File: src/hdl/mnts_pkg.sv
`timescale 1ns / 1ps
`default_nettype none

package mnts_pkg;

  localparam int DIGIT_W = 7;
  localparam int GRP_N   = 10;
  localparam int GRP_W   = 4;
  localparam logic [GRP_W-1:0] GRP_LAST = GRP_W'(GRP_N - 1);

  localparam logic [7:0] STATUS_OFF   = 8'h80;
  localparam logic [7:0] STATUS_ON    = 8'h90;
  localparam logic [7:0] META_PREFIX  = 8'hFF;
  localparam logic [7:0] META_EOT     = 8'h2F;
  localparam logic [7:0] BYTE_ZERO    = 8'h00;
  localparam logic [7:0] VLQ_CONT     = 8'h80;
  localparam logic [6:0] VELOCITY_RST = 7'd63;

  typedef enum logic {
    CMD_NOTE = 1'b0,
    CMD_END  = 1'b1
  } cmd_t;

  typedef enum logic {
    REG_CHANNEL  = 1'b0,
    REG_VELOCITY = 1'b1
  } reg_idx_t;

  typedef enum logic [3:0] {
    S_IDLE,
    S_CALC,
    S_VLQ,
    S_EV0,
    S_EV1,
    S_EV2,
    S_EN0,
    S_EN1,
    S_EN2,
    S_EN3
  } state_t;

  typedef struct packed {
    logic             busy;
    logic [GRP_W-1:0] top;
  } delta_stat_t;

  typedef struct packed {
    logic        start;
    logic        clear;
    logic        first;
  } delta_ctl_t;

endpackage

`default_nettype wire

File: src/hdl/mnts_in_if.sv
`timescale 1ns / 1ps
`default_nettype none

interface mnts_in_if;
  logic        valid;
  logic        ready;
  logic        cmd;
  logic [63:0] event_time;
  logic [6:0]  note_number;
  logic        note_on;

  modport source (output valid, cmd, event_time, note_number, note_on, input ready);
  modport sink   (input valid, cmd, event_time, note_number, note_on, output ready);
endinterface

`default_nettype wire

File: src/hdl/mnts_out_if.sv
`timescale 1ns / 1ps
`default_nettype none

interface mnts_out_if;
  logic        valid;
  logic        ready;
  logic [7:0]  out_byte;
  logic        last;
  logic [31:0] track_size;

  modport source (output valid, out_byte, last, track_size, input ready);
  modport sink   (input valid, out_byte, last, track_size, output ready);
endinterface

`default_nettype wire

File: src/hdl/mnts_delta.sv
`timescale 1ns / 1ps
`default_nettype none

module mnts_delta (
  input  wire logic                              clk,
  input  wire logic                              rst,
  input  wire mnts_pkg::delta_ctl_t              ctl,
  input  wire logic [63:0]                       time_in,
  input  wire logic [mnts_pkg::GRP_W-1:0]        grp_idx,
  output mnts_pkg::delta_stat_t                  stat,
  output logic [mnts_pkg::DIGIT_W-1:0]           grp
);
  import mnts_pkg::*;

  localparam int SR_W = GRP_N * DIGIT_W;

  logic [SR_W-1:0]    t_sr;
  logic [SR_W-1:0]    prev_sr;
  logic [DIGIT_W-1:0] d_grp [GRP_N];
  logic               borrow;
  logic               frst;
  logic               busy;
  logic [GRP_W-1:0]   cnt;
  logic [GRP_W-1:0]   top;
  logic [DIGIT_W:0]   diff;
  logic [DIGIT_W-1:0] digit;

  // 7-bit digit of t - prev, LSB first; only bit 63 survives in the top group
  always_comb begin
    diff = {1'b0, t_sr[DIGIT_W-1:0]} - {1'b0, prev_sr[DIGIT_W-1:0]}
           - {{DIGIT_W{1'b0}}, borrow};
    if (frst) begin
      digit = '0;
    end else if (cnt == GRP_LAST) begin
      digit = {{(DIGIT_W-1){1'b0}}, diff[0]};
    end else begin
      digit = diff[DIGIT_W-1:0];
    end
  end

  always_ff @(posedge clk) begin
    if (rst) begin
      busy    <= 1'b0;
      prev_sr <= '0;
      cnt     <= '0;
      top     <= '0;
    end else begin
      if (ctl.start) begin
        t_sr   <= {{(SR_W-64){1'b0}}, time_in};
        frst   <= ctl.first;
        borrow <= 1'b0;
        cnt    <= '0;
        top    <= '0;
        busy   <= 1'b1;
      end else if (busy) begin
        t_sr    <= {{DIGIT_W{1'b0}}, t_sr[SR_W-1:DIGIT_W]};
        prev_sr <= {t_sr[DIGIT_W-1:0], prev_sr[SR_W-1:DIGIT_W]};
        borrow  <= diff[DIGIT_W];
        for (int i = 0; i < GRP_N - 1; i++) begin
          d_grp[i] <= d_grp[i+1];
        end
        d_grp[GRP_N-1] <= digit;
        if (digit != '0) begin
          top <= cnt;
        end
        if (cnt == GRP_LAST) begin
          busy <= 1'b0;
        end else begin
          cnt <= cnt + GRP_W'(1);
        end
      end
      if (ctl.clear) begin
        prev_sr <= '0;
      end
    end
  end

  assign stat.busy = busy;
  assign stat.top  = top;
  assign grp       = d_grp[grp_idx];

  a_top_le_cnt: assert property (@(posedge clk) disable iff (rst)
    busy |-> (top <= cnt))
    else $error("highest nonzero group beyond current digit");

endmodule

`default_nettype wire

File: src/hdl/mnts_seq.sv
`timescale 1ns / 1ps
`default_nettype none

module mnts_seq #(
  parameter int COUNT_WIDTH = 32
) (
  input  wire logic                         clk,
  input  wire logic                         rst,
  input  wire logic [3:0]                   channel,
  input  wire logic [6:0]                   velocity,
  mnts_in_if.sink                           in_ch,
  mnts_out_if.source                        out_ch,
  output mnts_pkg::delta_ctl_t              dctl,
  output logic [mnts_pkg::GRP_W-1:0]        grp_idx,
  input  wire mnts_pkg::delta_stat_t        dstat,
  input  wire logic [mnts_pkg::DIGIT_W-1:0] grp
);
  import mnts_pkg::*;

  state_t                 state, state_next;
  logic [GRP_W-1:0]       idx, idx_next;
  logic [6:0]             note;
  logic                   on;
  logic                   trk_start;
  logic                   ov;
  logic [7:0]             ob;
  logic                   ol;
  logic [31:0]            otl;
  logic [COUNT_WIDTH-1:0] cnt;
  logic [COUNT_WIDTH-1:0] cnt_inc;
  logic                   adv;
  logic                   emit;
  logic [7:0]             ebyte;
  logic                   elast;
  logic                   eend;
  logic                   accept;

  assign adv     = !ov || out_ch.ready;
  assign cnt_inc = cnt + {{(COUNT_WIDTH-1){1'b0}}, 1'b1};
  assign accept  = in_ch.valid && in_ch.ready;

  always_comb begin
    state_next  = state;
    idx_next    = idx;
    emit        = 1'b0;
    ebyte       = BYTE_ZERO;
    elast       = 1'b0;
    eend        = 1'b0;
    in_ch.ready = 1'b0;
    dctl.start  = 1'b0;
    dctl.clear  = 1'b0;
    dctl.first  = trk_start;
    unique case (state)
      S_IDLE: begin
        in_ch.ready = 1'b1;
        if (in_ch.valid) begin
          if (in_ch.cmd == CMD_END) begin
            dctl.clear = 1'b1;
            state_next = S_EN0;
          end else begin
            dctl.start = 1'b1;
            state_next = S_CALC;
          end
        end
      end
      S_CALC: begin
        if (!dstat.busy) begin
          idx_next   = dstat.top;
          state_next = S_VLQ;
        end
      end
      S_VLQ: begin
        emit  = adv;
        ebyte = (idx != '0 ? VLQ_CONT : BYTE_ZERO) | {1'b0, grp};
        if (adv) begin
          if (idx == '0) begin
            state_next = S_EV0;
          end else begin
            idx_next = idx - GRP_W'(1);
          end
        end
      end
      S_EV0: begin
        emit  = adv;
        ebyte = (on ? STATUS_ON : STATUS_OFF) | {4'h0, channel};
        if (adv) state_next = S_EV1;
      end
      S_EV1: begin
        emit  = adv;
        ebyte = {1'b0, note};
        if (adv) state_next = S_EV2;
      end
      S_EV2: begin
        emit  = adv;
        ebyte = {1'b0, velocity};
        elast = 1'b1;
        if (adv) state_next = S_IDLE;
      end
      S_EN0: begin
        emit  = adv;
        ebyte = BYTE_ZERO;
        if (adv) state_next = S_EN1;
      end
      S_EN1: begin
        emit  = adv;
        ebyte = META_PREFIX;
        if (adv) state_next = S_EN2;
      end
      S_EN2: begin
        emit  = adv;
        ebyte = META_EOT;
        if (adv) state_next = S_EN3;
      end
      S_EN3: begin
        emit  = adv;
        ebyte = BYTE_ZERO;
        elast = 1'b1;
        eend  = 1'b1;
        if (adv) state_next = S_IDLE;
      end
      default: state_next = S_IDLE;
    endcase
  end

  assign grp_idx = idx;

  always_ff @(posedge clk) begin
    if (rst) begin
      state     <= S_IDLE;
      idx       <= '0;
      trk_start <= 1'b1;
      ov        <= 1'b0;
      cnt       <= '0;
    end else begin
      state <= state_next;
      idx   <= idx_next;
      if (accept) begin
        trk_start <= (in_ch.cmd == CMD_END);
      end
      if (emit) begin
        ov  <= 1'b1;
        cnt <= eend ? '0 : cnt_inc;
      end else if (out_ch.ready) begin
        ov <= 1'b0;
      end
    end
  end

  always_ff @(posedge clk) begin
    if (accept) begin
      note <= in_ch.note_number;
      on   <= in_ch.note_on;
    end
    if (emit) begin
      ob  <= ebyte;
      ol  <= elast;
      otl <= eend ? 32'(cnt_inc) : '0;
    end
  end

  assign out_ch.valid      = ov;
  assign out_ch.out_byte   = ob;
  assign out_ch.last       = ol;
  assign out_ch.track_size = otl;

  a_len_on_last: assert property (@(posedge clk) disable iff (rst)
    (ov && otl != '0) |-> ol)
    else $error("track length shown on a byte that is not last");

  a_note_starts_delta: assert property (@(posedge clk) disable iff (rst)
    (accept && in_ch.cmd == CMD_NOTE) |=> dstat.busy)
    else $error("note item did not start the delta unit");

  a_end_restarts: assert property (@(posedge clk) disable iff (rst)
    (emit && eend) |=> (cnt == '0 && trk_start))
    else $error("track not restarted after end of track");

endmodule

`default_nettype wire

File: src/hdl/midi_note_track_serializer.sv
`timescale 1ns / 1ps
`default_nettype none

// MIDI track byte serializer. Each input item is a note event or an end of
// track; the output channel carries the track bytes of each item, with last
// set on the final byte of each input and the track byte count on the final
// byte of an end of track. The time delta is computed 7 bits per cycle by a
// serial subtractor. A note event is accepted, subtracted group by group and
// handed off, then sends its 1 to 10 delta bytes, status, note and velocity;
// an end of track sends its end event. Stalls hold both; new items wait for idle.
module midi_note_track_serializer #(
  parameter int COUNT_WIDTH = 32
) (
  input  wire logic               clk,
  input  wire logic               rst,
  mnts_in_if.sink                 in_ch,
  mnts_out_if.source              out_ch,
  input  wire logic               cfg_we,
  input  wire mnts_pkg::reg_idx_t cfg_index,
  input  wire logic [6:0]         cfg_data
);
  import mnts_pkg::*;

  logic [3:0]         channel;
  logic [6:0]         velocity;
  delta_ctl_t         dctl;
  delta_stat_t        dstat;
  logic [GRP_W-1:0]   grp_idx;
  logic [DIGIT_W-1:0] grp;

  always_ff @(posedge clk) begin
    if (rst) begin
      channel  <= '0;
      velocity <= VELOCITY_RST;
    end else if (cfg_we) begin
      unique case (cfg_index)
        REG_CHANNEL:  channel  <= cfg_data[3:0];
        REG_VELOCITY: velocity <= cfg_data;
        default: ;
      endcase
    end
  end

  mnts_delta u_delta (
    .clk     (clk),
    .rst     (rst),
    .ctl     (dctl),
    .time_in (in_ch.event_time),
    .grp_idx (grp_idx),
    .stat    (dstat),
    .grp     (grp)
  );

  mnts_seq #(
    .COUNT_WIDTH (COUNT_WIDTH)
  ) u_seq (
    .clk      (clk),
    .rst      (rst),
    .channel  (channel),
    .velocity (velocity),
    .in_ch    (in_ch),
    .out_ch   (out_ch),
    .dctl     (dctl),
    .grp_idx  (grp_idx),
    .dstat    (dstat),
    .grp      (grp)
  );

endmodule

`default_nettype wire

File: src/flat_wrapper.sv
// flat-port wrapper written by rule: the top's interface ports become plain ports
module midi_note_track_serializer_flat import mnts_pkg::*;
#(
  parameter int COUNT_WIDTH = 32
)
  (clk, rst, cfg_we, cfg_index, cfg_data, in_ch_valid, in_ch_cmd, in_ch_event_time, in_ch_note_number, in_ch_note_on, in_ch_ready, out_ch_valid, out_ch_out_byte, out_ch_last, out_ch_track_size, out_ch_ready);
  mnts_in_if in_ch_i ();
  mnts_out_if out_ch_i ();
  input  wire logic clk;
  input  wire logic rst;
  input  wire logic cfg_we;
  input  wire mnts_pkg::reg_idx_t cfg_index;
  input  wire logic [6:0] cfg_data;
  input wire logic [$bits(in_ch_i.valid)-1:0] in_ch_valid;
  input wire logic [$bits(in_ch_i.cmd)-1:0] in_ch_cmd;
  input wire logic [$bits(in_ch_i.event_time)-1:0] in_ch_event_time;
  input wire logic [$bits(in_ch_i.note_number)-1:0] in_ch_note_number;
  input wire logic [$bits(in_ch_i.note_on)-1:0] in_ch_note_on;
  output wire logic [$bits(in_ch_i.ready)-1:0] in_ch_ready;
  output wire logic [$bits(out_ch_i.valid)-1:0] out_ch_valid;
  output wire logic [$bits(out_ch_i.out_byte)-1:0] out_ch_out_byte;
  output wire logic [$bits(out_ch_i.last)-1:0] out_ch_last;
  output wire logic [$bits(out_ch_i.track_size)-1:0] out_ch_track_size;
  input wire logic [$bits(out_ch_i.ready)-1:0] out_ch_ready;
  assign in_ch_i.valid = in_ch_valid;
  assign in_ch_i.cmd = in_ch_cmd;
  assign in_ch_i.event_time = in_ch_event_time;
  assign in_ch_i.note_number = in_ch_note_number;
  assign in_ch_i.note_on = in_ch_note_on;
  assign in_ch_ready = in_ch_i.ready;
  assign out_ch_valid = out_ch_i.valid;
  assign out_ch_out_byte = out_ch_i.out_byte;
  assign out_ch_last = out_ch_i.last;
  assign out_ch_track_size = out_ch_i.track_size;
  assign out_ch_i.ready = out_ch_ready;
  midi_note_track_serializer #(.COUNT_WIDTH(COUNT_WIDTH)) u_core (.clk(clk), .rst(rst), .in_ch(in_ch_i), .out_ch(out_ch_i), .cfg_we(cfg_we), .cfg_index(cfg_index), .cfg_data(cfg_data));
endmodule
File: config.mk
export PLATFORM = sky130hd
export DESIGN_NAME = midi_note_track_serializer_flat
export DESIGN_NICKNAME = d
export VERILOG_FILES = /design/src/hdl/mnts_pkg.sv /design/src/hdl/mnts_in_if.sv /design/src/hdl/mnts_out_if.sv /design/src/hdl/mnts_delta.sv /design/src/hdl/mnts_seq.sv /design/src/hdl/midi_note_track_serializer.sv /design/src/flat_wrapper.sv
export SDC_FILE = /design/constraint.sdc
export NUM_CORES = 1
export LEC_CHECK = 0
export BUFFER_PORTS_ARGS = -buffer_cell sky130_fd_sc_hd__buf_4
export CORE_MARGIN = 5
export CORE_UTILIZATION = 40
export CTS_BUF_LIST = sky130_fd_sc_hd__clkbuf_4 sky130_fd_sc_hd__clkbuf_8
export CTS_CLUSTER_SIZE = 10
export DETAILED_ROUTE_END_ITERATION = 6
export SYNTH_ARGS = -nofsm -noshare
export SYNTH_HDL_FRONTEND = slang
export SYNTH_SLANG_ARGS = --single-unit
File: constraint.sdc
create_clock -name clk -period 6 [get_ports clk]
set_clock_uncertainty 0.15 [all_clocks]
set_input_delay 0.9 -clock clk [delete_from_list [all_inputs] [get_ports clk]]
set_output_delay 0.9 -clock clk [all_outputs]
set_load 0.05 [all_outputs]
==> results.ini <==
[synth]
syn_inst = 1310
ys.flop_type = edfxtp_1
syn_nets = 1412
async_flop_share = 0
yosysWarnings = 0
avgSynthCellArea_um2 = 10.3
ys_seq_elements = 321
yosysSeqAreaShare = 0.613
netlist_area_mm2 = 0.0135
synth_edf_count = 185
ys_types = 60

[timing]
rsz0062_at_grt = false
period_share = 0.593
worst_pin_slew_ps = 1140
hold_slack_ps = 285
max-slew-margin-rel = 0.235
fin_tns_setup_ps = 0
hold_violations = 0
setup-violations-final = 0
fmax_ghz = 0.281
maxSlewViolCount = 0
finalCriticalPeriod_ps = 3560

[power]
p_seq_frac = 0.433
pwr-share-comb = 0.260
worst_ir_drop_vdd_uv = 223
p_per_area_mw_per_mm2 = 421
switchingPower_mw = 2.29
switching_share = 0.339
clkPwrFrac = 0.307
p_int_mw = 4.46
p_leak_nw = 5.74

[detailed_routing]
ant_nets = 0
via_per_inst = 4.93
initialDrtViolationCount = 782
dr_total_vias = 9463
routed_wirelength_mm = 27.8
drc_errors = 0
drt_pass1_iterations = 5
drt-wirelength-per-cell_um = 14.5

[critical_path]
worstPathRequired_ps = 6090
r2r-end = u_core.u_delta.d_grp[6][4]
cp_data_arrival_time_ps = 3650
timing.rr.start = u_core.u_seq.state[0]
end_kind = register
crit_type = reg2reg
rrSetupSlack_ps = 2440
r2r_cells = 6
crit_fanout = 61
critPathLaunchType = register

[hold_path]
holdPathStages = 0
hold_path.class = reg2reg
hp-start = u_core.u_seq.trk_start
hold_end = u_core.u_delta.frst

[clocking]
cts_buffers = 53
clock_path_buffers = 3
clock-root-buffer = clkbuf_8
clock_sinks = 321
post_cts_resized = 0
clkTransAtPathRegs_ps = 60
clk_latency_ps = 600
cts_tree = built
ctsHoldBuffers = 0
htree_num_levels = 2
post-cts-setup-buffers = 0

[die]
die_area_mm2 = 0.0375
core_mm2 = 0.0334
row_count = 67
start_util = 0.404
die_h_um = 194
ios = 129
fp.dieW_um = 194

[finish]
areaGrowthSynthToFinish_pct = 18.7
layout-drive-gt1-share = 0.181
antenna_cells = 0
fin_area_mm2 = 0.0160
layout_commonest_cell = nand2_1
nNetsFinal = 1528
layout_common_cells = nand2_1, edfxtp_1, buf_4

[place]
placed_cell_area_mm2 = 0.0148
io_buffers = 128
gp_congestion = 0.826
dp_hpwl_mm = 17.3

[grt]
overflow = 0
grt_pass1_wl_mm = 45.5
grt_max_degree = 72
grt_usage = 0.144
grt_pass1_vias = 8946
antenna_found_initial = 0

[status]
outcome = completed

[run]
max_cap_violations = 0

Yosys cell counts, drive strengths merged (2+ instances only):
cell	number	area share
or4	4	0.0025
a211o	7	0.0045
xor2	21	0.014
o2111ai	4	0.0026
dfxtp	136	0.20
buf	19	0.0070
o21ai	38	0.014
a22oi	4	0.0022
a31oi	11	0.0051
o21a	2	0.0011
mux4	14	0.023
nor3b	4	0.0022
a21o	4	0.0022
and3	14	0.0066
nor2	86	0.024
nor2b	5	0.0023
nand4	3	0.0014
and2	12	0.0056
or3	19	0.0088
o211ai	6	0.0033
xnor2	15	0.0097
nand2b	8	0.0037
clkbuf	58	0.016
mux2i	16	0.012
mux2	6	0.0050
ha	14	0.013
edfxtp	185	0.41
inv	32	0.0089
nor3	15	0.0056
nand3	25	0.0093
nand2	363	0.10
a21oi	125	0.046
a211oi	5	0.0028
nor4	5	0.0028
nand3b	5	0.0028
and4	2	0.0013
fa	2	0.0030
through the flow:
step / util / power, mW / setup slack, ps / instances
after floorplan: - / 4.20 / 1160 / 1310
after global placement: 0.444 / 4.72 / 2130 / 1819
after detailed placement: 0.444 / 4.74 / 2070 / 1819
after CTS: 0.479 / 6.86 / 2380 / 1918
after global routing: 0.479 / 7.12 / 2150 / 1918
final: 0.479 / 6.75 / 2440 / 1918
routing by layer:
layer / track usage / vias up / wire (µm)
met1: 0.193 / 4447 / 12700
met5: 0 / - / 0
met2: 0.229 / 202 / 12900
met3: 0.0429 / 33 / 1740
met4: 0.0380 / 0 / 414
li1: - / 4781 / -
cell families (layout without fill, tap and decap cells):
kind of cell               count (synthesis)  count (layout)  share of synthesized area
and+or+nand+nor                          575             575                      0.183
DFF                                      321             321                      0.613
AOI/OAI and AO/OA                        217             217                     0.0918
buffers and inverters                    109             269                     0.0321
xor gates and xnor gates                  36              36                     0.0234
muxes                                     36              36                     0.0402
adders and majority gates                 16              16                     0.0159
final cells by class:
type / instances / area (µm²)
Sequential cell: 321 / 8280
Multi-Input combinational cell: 880 / 4840
Fill cell: 3106 / 17400
Inverter: 32 / 120
Timing Repair Buffer: 138 / 1040
Tap cell: 448 / 561
Clock inverter: 12 / 109
Clock buffer: 87 / 1080
flip-flops by register name, summed over array words and instances, names as in the netlist, 4 cells and up, named ones only:
signal	count
u_core.u_delta.t_sr	64
u_core.u_seq.cnt	32
u_core.u_seq.state	4
u_core.velocity	7
u_core.u_delta.prev_sr	70
u_core.channel	4
u_core.u_delta.top	4
u_core.u_seq.note	7
u_core.u_delta.cnt	4
u_core.u_seq.grp_idx	4
u_core.u_seq.out_ch.track_size	32
u_core.u_seq.out_ch.out_byte	8
u_core.u_delta.d_grp	70
worst max-delay path, stage by stage (launching register included):
cell	delay [ps]
dfxtp_1	680
nor4_2	160
nand3_2	110
buf_4	520
nand2b_1	280
nor2_4	700
buf_4	560
power by group through the flow:
stage	registers (mW)	clock network, mW	logic [mW]
after floorplan	3.37	0	0.826
after CTS	2.92	2.15	1.78
after global placement	2.96	0	1.76
after detailed placement	2.97	0	1.77
after global routing	2.95	2.26	1.91
final	2.92	2.08	1.76
worst max-delay path by stage:
| stage | slack [ps] | from | cells past startpoint | endpoint |
|---|---|---|---|---|
| 2_1_floorplan | 1160 | in_ch_cmd | 4 | u_core.u_delta.d_grp[0][0] |
| 3_3_place_gp | 2130 | in_ch_cmd | 7 | u_core.u_delta.d_grp[7][6] |
| 3_5_place_dp | 2070 | in_ch_cmd | 7 | u_core.u_delta.d_grp[9][4] |
| 4_1_cts | 2380 | u_core.u_seq.state[0] | 6 | u_core.u_delta.d_grp[8][6] |
| 5_1_grt | 2150 | u_core.u_seq.state[3] | 6 | u_core.u_delta.d_grp[2][1] |
| 6_report | 2440 | u_core.u_seq.state[0] | 6 | u_core.u_delta.d_grp[6][4] |
No activity file was read; power rests on OpenSTA's default activity.
